**config.mk**
```make
export PLATFORM = sky130hd
export DESIGN_NAME = clock_aging_page_replacement
export DESIGN_NICKNAME = d
export VERILOG_FILES = /design/src/hdl/capr_pkg.sv /design/src/hdl/clock_aging_page_replacement.sv
export SDC_FILE = /design/constraint.sdc
export NUM_CORES = 2
export LEC_CHECK = 0
export ABC_CLOCK_PERIOD_IN_PS = 27600
export BUFFER_PORTS_ARGS = -buffer_cell sky130_fd_sc_hd__buf_2
export CAP_MARGIN = 0
export CORE_MARGIN = 5
export CORE_UTILIZATION = 35
export CTS_CLUSTER_SIZE = 28
export DETAILED_ROUTE_END_ITERATION = 8
export GPL_ROUTABILITY_DRIVEN = 1
export MAX_ROUTING_LAYER = met4
export PLACE_DENSITY = 0.46
export SLEW_MARGIN = 30
export SYNTH_ARGS = -nofsm -noshare
export SYNTH_HDL_FRONTEND = slang
export SYNTH_SLANG_ARGS = --single-unit
```
**constraint.sdc**
```tcl
create_clock -name clk -period 27.6 [get_ports clk]
set_input_delay 6.9 -clock clk [delete_from_list [all_inputs] [get_ports clk]]
set_output_delay 6.9 -clock clk [all_outputs]
set_load 0.005 [all_outputs]
```
**src/hdl/capr_pkg.sv**
```systemverilog
`timescale 1ns / 1ps
`default_nettype none

package capr_pkg;

  localparam int TABLE_DEPTH = 256;
  localparam int IDX_W       = $clog2(TABLE_DEPTH);
  localparam int FRAME_W     = 7;
  localparam int CNT_W       = IDX_W + 1;

  // input item kinds
  localparam logic [1:0] MODE_FILL   = 2'd0;
  localparam logic [1:0] MODE_TOUCH  = 2'd1;
  localparam logic [1:0] MODE_VICTIM = 2'd2;

  // register map (word index)
  localparam logic REG_ENTRIES_IN_USE = 1'b0;

  localparam logic [CNT_W-1:0] ENTRIES_RESET = CNT_W'(TABLE_DEPTH);

  // table word without the valid bit, which lives in flops
  typedef struct packed {
    logic               used;
    logic               modified;
    logic               dirty;
    logic [FRAME_W-1:0] frame;
  } entry_t;

endpackage

`default_nettype wire

```
**src/hdl/clock_aging_page_replacement.sv**
```systemverilog
`timescale 1ns / 1ps
`default_nettype none

// channel    | handshake                 | payload
// -----------+---------------------------+-------------------------------------------------
// input      | in_valid / in_ready       | mode, entry_index, frame_number, is_write
// output     | out_valid / out_ready     | victim_found, victim_index, evicted_frame, victim_dirty
// config     | psel, penable, pwrite     | paddr, pwdata, prdata (pready tied high)
//
// one transaction in flight at a time; each input transaction gives one output transaction
// fill and unknown modes answer from the idle state; touch does one table read, then one write back
// a victim search takes a start step and then, per entry visited, the table read (S_SW_RD)
// followed by the decision (S_SW_EV); with no valid entry it visits every one of the
// swept entries
// rst is synchronous: table valid flops cleared, hand at zero, entries_in_use at 256
// a stalled output holds its register; the next input is taken as the output drains

module clock_aging_page_replacement
  import capr_pkg::*;
(
  input  wire logic               clk,
  input  wire logic               rst,
  // input channel
  input  wire logic               in_valid,
  output logic                    in_ready,
  input  wire logic [1:0]         mode,
  input  wire logic [IDX_W-1:0]   entry_index,
  input  wire logic [FRAME_W-1:0] frame_number,
  input  wire logic               is_write,
  // output channel
  output logic                    out_valid,
  input  wire logic               out_ready,
  output logic                    victim_found,
  output logic [IDX_W-1:0]        victim_index,
  output logic [FRAME_W-1:0]      evicted_frame,
  output logic                    victim_dirty,
  // configuration port
  input  wire logic               psel,
  input  wire logic               penable,
  input  wire logic               pwrite,
  input  wire logic [2:0]         paddr,
  input  wire logic [31:0]        pwdata,
  output logic [31:0]             prdata,
  output logic                    pready
);

  localparam logic [1:0] S_IDLE  = 2'd0;
  localparam logic [1:0] S_TOUCH = 2'd1;
  localparam logic [1:0] S_SW_RD = 2'd2;
  localparam logic [1:0] S_SW_EV = 2'd3;

  logic [1:0]         state, state_next;
  logic [CNT_W-1:0]   entries_in_use;
  logic [CNT_W-1:0]   swept;
  logic [IDX_W-1:0]   hand, hand_next;
  logic [IDX_W-1:0]   pos, pos_next, pos_inc;
  logic [IDX_W-1:0]   cnt, cnt_next;
  logic               seen, seen_next;
  logic [IDX_W-1:0]   idx, idx_next;
  logic               wr, wr_next;

  // table: payload bits in a synchronous ram, valid bits in flops
  entry_t             mem [TABLE_DEPTH];
  entry_t             rd_data;
  logic [IDX_W-1:0]   rd_addr;
  logic               mem_we;
  logic [IDX_W-1:0]   mem_waddr;
  entry_t             mem_wdata;
  logic [TABLE_DEPTH-1:0] valid;
  logic               vld_set, vld_clr;
  logic [IDX_W-1:0]   vld_addr;

  entry_t             cur;
  logic               res_load, res_found, res_dirty;
  logic [IDX_W-1:0]   res_index;
  logic [FRAME_W-1:0] res_frame;
  logic               cfg_wr;

  // configuration register
  assign pready = 1'b1;
  assign cfg_wr = psel && penable && pwrite && pready && (paddr[2] == REG_ENTRIES_IN_USE);

  always_ff @(posedge clk) begin
    if (rst) begin
      entries_in_use <= ENTRIES_RESET;
    end else if (cfg_wr) begin
      entries_in_use <= pwdata[CNT_W-1:0];
    end
  end

  always_comb begin
    prdata = '0;
    if (paddr[2] == REG_ENTRIES_IN_USE) begin
      prdata = {{(32-CNT_W){1'b0}}, entries_in_use};
    end
  end

  // zero behaves as one, anything past the table as the full table
  always_comb begin
    if (entries_in_use == '0) begin
      swept = CNT_W'(1);
    end else if (entries_in_use > CNT_W'(TABLE_DEPTH)) begin
      swept = CNT_W'(TABLE_DEPTH);
    end else begin
      swept = entries_in_use;
    end
  end

  assign pos_inc = (({1'b0, pos} + CNT_W'(1)) >= swept) ? '0 : pos + IDX_W'(1);

  // table ram: one read, one write per cycle
  assign rd_addr = (state == S_IDLE) ? entry_index : ((state == S_TOUCH) ? idx : pos);

  always_ff @(posedge clk) begin
    if (mem_we) begin
      mem[mem_waddr] <= mem_wdata;
    end
    rd_data <= mem[rd_addr];
  end

  always_ff @(posedge clk) begin
    if (rst) begin
      valid <= '0;
    end else begin
      if (vld_set) valid[vld_addr] <= 1'b1;
      if (vld_clr) valid[vld_addr] <= 1'b0;
    end
  end

  // an invalid entry always reads as all zero
  always_comb begin
    cur = '0;
    if (state == S_TOUCH) begin
      if (valid[idx]) cur = rd_data;
    end else begin
      if (valid[pos]) cur = rd_data;
    end
  end

  assign in_ready = (state == S_IDLE) && (!out_valid || out_ready);

  always_comb begin
    state_next = state;
    hand_next  = hand;
    pos_next   = pos;
    cnt_next   = cnt;
    seen_next  = seen;
    idx_next   = idx;
    wr_next    = wr;
    mem_we     = 1'b0;
    mem_waddr  = pos;
    mem_wdata  = '0;
    vld_set    = 1'b0;
    vld_clr    = 1'b0;
    vld_addr   = pos;
    res_load   = 1'b0;
    res_found  = 1'b0;
    res_index  = '0;
    res_frame  = '0;
    res_dirty  = 1'b0;

    unique case (state)
      S_IDLE: begin
        if (in_valid && in_ready) begin
          idx_next = entry_index;
          wr_next  = is_write;
          unique case (mode)
            MODE_FILL: begin
              mem_we          = 1'b1;
              mem_waddr       = entry_index;
              mem_wdata.used  = 1'b1;
              mem_wdata.frame = frame_number;
              vld_set         = 1'b1;
              vld_addr        = entry_index;
              res_load        = 1'b1;
            end
            MODE_TOUCH: begin
              state_next = S_TOUCH;
            end
            MODE_VICTIM: begin
              pos_next   = ({1'b0, hand} < swept) ? hand : '0;
              cnt_next   = '0;
              seen_next  = 1'b0;
              state_next = S_SW_RD;
            end
            default: begin
              res_load = 1'b1;
            end
          endcase
        end
      end

      S_TOUCH: begin
        mem_we         = 1'b1;
        mem_waddr      = idx;
        mem_wdata      = cur;
        mem_wdata.used = 1'b1;
        if (wr) begin
          mem_wdata.dirty    = 1'b1;
          mem_wdata.modified = 1'b1;
        end
        vld_set    = 1'b1;
        vld_addr   = idx;
        res_load   = 1'b1;
        state_next = S_IDLE;
      end

      S_SW_RD: begin
        state_next = S_SW_EV;
      end

      S_SW_EV: begin
        if (valid[pos]) begin
          if ({cur.used, cur.modified} == 2'b00) begin
            // evict: valid flop cleared, ram contents masked from now on
            vld_clr    = 1'b1;
            res_load   = 1'b1;
            res_found  = 1'b1;
            res_index  = pos;
            res_frame  = cur.frame;
            res_dirty  = cur.dirty;
            hand_next  = pos_inc;
            state_next = S_IDLE;
          end else begin
            // age one step: 11 -> 10 -> 01 -> 00
            mem_we    = 1'b1;
            mem_wdata = cur;
            {mem_wdata.used, mem_wdata.modified} = {cur.used, cur.modified} - 2'd1;
            seen_next  = 1'b1;
            pos_next   = pos_inc;
            state_next = S_SW_RD;
          end
        end else begin
          pos_next = pos_inc;
          if (!seen && ({1'b0, cnt} == (swept - CNT_W'(1)))) begin
            // full rotation with nothing valid: no victim, hand untouched
            res_load   = 1'b1;
            state_next = S_IDLE;
          end else begin
            cnt_next   = cnt + IDX_W'(1);
            state_next = S_SW_RD;
          end
        end
      end

      default: begin
        state_next = S_IDLE;
      end
    endcase
  end

  always_ff @(posedge clk) begin
    if (rst) begin
      state <= S_IDLE;
      hand  <= '0;
    end else begin
      state <= state_next;
      hand  <= hand_next;
    end
  end

  always_ff @(posedge clk) begin
    pos  <= pos_next;
    cnt  <= cnt_next;
    seen <= seen_next;
    idx  <= idx_next;
    wr   <= wr_next;
  end

  // output register
  always_ff @(posedge clk) begin
    if (rst) begin
      out_valid <= 1'b0;
    end else if (res_load) begin
      out_valid <= 1'b1;
    end else if (out_ready) begin
      out_valid <= 1'b0;
    end
  end

  always_ff @(posedge clk) begin
    if (res_load) begin
      victim_found  <= res_found;
      victim_index  <= res_index;
      evicted_frame <= res_frame;
      victim_dirty  <= res_dirty;
    end
  end

endmodule

`default_nettype wire

```
==> impl_summary.txt <==
----------------------------------------------------
[Route]
  Vias per cell ... 5.55
  Vias ... just over 80k
  Routed Antenna Nets ... 0
  Drc violations ... 0
  Initial DRT Pass Iterations ... 7
  Routed WL per cell ... between 20 and 30 µm
  Post-Route WL ... slightly below 400,000 µm
  DRC marker count from the first detailed-route iteration ... ~7.6k

[CTS]
  Number of buffers created by CTS ... 329
  Clock tree from TritonCTS ... done
  Clock Pin Slew Worst Setup and Hold Paths ... approximately 0.05 ns
  Number of setup buffers added after CTS ... 0
  Skew-Pair Late Insertion Delay ... 0.91 ns
  Buffer type at the clock tree root ... sky130_fd_sc_hd__clkbuf_16
  PostCTS Resize Cnt ... 0
  Clk sinks ... approximately 2.9k
  Number of buffers between clock root and the deepest sink ... 4
  Max H-tree Level ... 5
  # hold bufs at CTS ... 0

[Setup path]
  Cell with the biggest individual delay on the critical path ... sky130_fd_sc_hd__nand2b_1
  Biggest cell delay along the critical path ... between 0.2 and 0.3 ns
  Worst Setup End Kind ... primary output
  Data required time of the critical path ... about 21 ns
  Critical path class ... input pin to primary output
  CP cell instances ... buf_2, nand2b_1, and2_1, buf_2
  Highest net fanout along the worst path ... 8
  Critical path startpoint category ... input pin
  Arr. time, crit path ... approximately 7.6 ns
  Most prevalent standard cell on the critical path ... sky130_fd_sc_hd__buf_2
  Path depth of the worst reg2reg path ... 15

[Place]
  Setup WS pre-CTS ... 13.14 ns
  Detail Placement HPWL ... about 220,000 µm
  Port Buf Inserts ... 62
  Gp weighted congestion ... about 0.84

[Floorplanning]
  Placement row count ... 217
  Floorplan die height ... roughly 600 µm
  Placeable core region ... about 350,000 µm²
  Initial core utilization ... 0.352
  Area of the die ... about 360,000 µm²
  Number of primary I/O pins ... between 100 and 150
  Die width ... between 600 and 700 µm

[Cells and area]
  Share of post-route cells with drive strength above 1 ... 0.144
  Layout net count ... approximately 9.8k
  Number of filler instances in the final layout ... between 30k and 40k
  Area growth, synth to finish ... 13.9%

[Logic synthesis]
  Count of flip-flops with a built-in enable after synthesis ... approximately 2.6k
  Synth Register Bits ... ~2.9k
  Async SR Flop Fraction ... 0
  Yosys synthesis warning count ... 0
  Number of standard cells after synthesis ... ~9.8k
  Sequential cell area fraction in the yosys report ... 0.683
  Average size of a mapped cell ... roughly 13 µm²
  Unique masters post-synth ... 67
  Post-synth design cell area ... about 120,000 µm²
  Flip-flop cell with the highest count after synthesis ... sky130_fd_sc_hd__edfxtp_1

[Timing]
  Aggregate negative setup slack ... 0 ns
  Measured slew at the worst slew-check pin ... approximately 1.1 ns
  Max frequency ... 69.2 MHz
  Slew headroom ... 0.237
  Part of the cycle the worst path needs ... 0.524
  Unrepaired setup endpoints after global routing ... no
  Minimum clock period after layout ... 14.45 ns
  Worst hold margin ... 0.500 ns
  Number of failing hold endpoints at the final stage ... 0
  Number of max-slew violations in the final report ... 0
  Final setup slack of the worst path ... approximately 13 ns
  Worst setup skew after layout ... ~0.046 ns
  Finish-stage setup viols ... 0

[Run status]
  Status ... completed

[Global routing]
  Via count of the first global-routing pass ... between 70k and 80k
  Number of antenna violations at the first check in global routing ... 11
  Global-route total usage across every layer ... 0.217
  Remaining global-route overflow ... 0
  Global-route wire length before repair ... 571,000 µm
  Pin count of the biggest net entering global routing ... between 150 and 200

[Pwr]
  Power density of the placed cells ... between 80 and 90 nW/µm²
  Static leakage ... ~47 nW
  Final Total Pwr ... 12.5 mW
  IR drop worst, VDD ... just over 0.00007 V

[Job]
  Max cap viols ... 0

[Worst hold path]
  Count of cells along the worst hold path ... 2
  Kind of path behind the tightest hold check ... flop to flop

----------------------------------------------------
path summary, 6_finish.rpt:
| check | from | end | slack, ns |
|---|---|---|---|
| setup / recovery | out_ready | in_ready | 13.15 |
| hold / removal | hand[4]$_SDFFE_PP0P_ | hand[4]$_SDFFE_PP0P_ | 0.50 |
| setup reg to reg | pos[0]$_DFFE_PP_ | mem[146][3]$_DFFE_PP_ | 19.20 |
| hold reg to reg | hand[4]$_SDFFE_PP0P_ | hand[4]$_SDFFE_PP0P_ | 0.50 |
cells in the final DEF, fill, tap and decap left out, types with 19 or more instances in the layout:
cell,instances
sky130_fd_sc_hd__dfxtp_1,285
sky130_fd_sc_hd__bufinv_16,21
sky130_fd_sc_hd__clkinv_2,43
sky130_fd_sc_hd__nor3_2,27
sky130_fd_sc_hd__mux2i_1,211
sky130_fd_sc_hd__a211oi_1,49
sky130_fd_sc_hd__nand2_1,1856
sky130_fd_sc_hd__nand4_1,98
sky130_fd_sc_hd__a21oi_1,298
sky130_fd_sc_hd__conb_1,24
sky130_fd_sc_hd__a22o_1,50
sky130_fd_sc_hd__ha_1,22
sky130_fd_sc_hd__a22oi_1,67
sky130_fd_sc_hd__clkbuf_16,335
sky130_fd_sc_hd__clkinv_1,63
sky130_fd_sc_hd__o211ai_1,495
sky130_fd_sc_hd__and3_1,39
sky130_fd_sc_hd__clkbuf_1,96
sky130_fd_sc_hd__a211oi_2,201
sky130_fd_sc_hd__nor2b_1,28
sky130_fd_sc_hd__nor2_1,287
sky130_fd_sc_hd__edfxtp_1,2603
sky130_fd_sc_hd__and2_1,35
sky130_fd_sc_hd__a32oi_1,54
sky130_fd_sc_hd__or3_1,19
sky130_fd_sc_hd__nor3_1,238
sky130_fd_sc_hd__mux4_2,85
sky130_fd_sc_hd__inv_1,182
sky130_fd_sc_hd__nand3_1,1214
sky130_fd_sc_hd__buf_4,371
sky130_fd_sc_hd__buf_2,61
sky130_fd_sc_hd__mux2_2,161
sky130_fd_sc_hd__o21ai_0,23
sky130_fd_sc_hd__a31oi_1,124
where the power goes:
group / internal (mW) / switching (mW) / total [mW]
Clock: 2.47 / 1.78 / 4.25
Sequential: 4.89 / 0.0366 / 4.92
Combinational: 0.792 / 2.49 / 3.29
Total: 8.15 / 4.31 / 12.5
kinds of logic (layout without fill, tap and decap cells):
logic type,after synthesis,count (layout),share of synthesized area
other,2,29,0.0000611
adder cells (fa/ha/maj),22,22,0.00224
AO/OA/AOI/OAI,1453,1453,0.0908
buffers and inverters,1008,1246,0.0348
flip-flops,2889,2889,0.683
XOR/XNOR,20,20,0.00143
AND/OR/NAND/NOR,3913,3913,0.140
multiplexers,458,458,0.0476
worst max-delay path, delay by kind of cell:
family | cells | cell delay (ns)
AND/OR/NAND/NOR | 2 | 0.44
buffers and inverters | 2 | 0.21
cell type report:
cell class,instances,area (µm²),area share
Antenna cell,5,12.5,0.0000895
Clock buffer,444,8920,0.0638
Clock inverter,153,1440,0.0103
Inverter,183,687,0.00491
Multi-Input combinational cell,5890,35400,0.253
Sequential cell,2889,83900,0.600
Tap cell,4599,5750,0.0411
Timing Repair Buffer,466,3710,0.0265
metrics by stage:
| step | instance area (µm²) | util | std cells |
|---|---|---|---|
| after floorplan | 123000 | - | 9787 |
| after global placement | 129000 | 0.369 | 14017 |
| after detailed placement | 129000 | 0.370 | 14022 |
| after CTS | 140000 | 0.400 | 14619 |
| after global routing | 140000 | 0.400 | 14626 |
| final | 140000 | 0.400 | 14629 |
sequential cells by signal, summed over array words and instances (netlist names):
register        flops
cnt                 8
entries_in_use      9
evicted_frame       7
hand                8
idx                 8
mem              2560
out_valid           1
pos                 8
rd_data            10
seen                1
state               2
valid             256
victim_dirty        1
victim_found        1
victim_index        8
wr                  1
Yosys cell counts, drive strengths merged, types with 8 or more instances:
cell type	number	area, µm²
edfxtp	2603	78200
nand2	1878	7050
nand3	1214	6080
clkbuf	518	1950
o211ai	495	3720
buf	307	1650
a21oi	298	1490
nor2	294	1100
dfxtp	286	5730
nor3	281	1410
a211oi	250	2880
mux2i	212	2120
inv	182	683
mux2	161	1810
a31oi	126	795
nand4	98	613
mux4	85	1910
a22oi	67	503
a22o	58	508
a32oi	54	473
and3	39	244
and2	35	219
nor2b	30	188
o21ai	25	125
ha	22	275
or3	19	119
xnor2	12	105
o22ai	11	68.8
a311oi	10	87.6
o31ai	10	75.1
a2bb2oi	9	78.8
nand2b	9	56.3
o21a	8	60.1
xor2	8	70.1
routing by layer:
metal  GRT usage  vias up  part of all wire
li1            -    36578                 -
met1       0.302    41501              0.45
met2       0.337     2454              0.46
met3      0.0260      593             0.055
met4      0.0588        0             0.030
met5           -        -                 0
(Power assumes the default switching activity.)
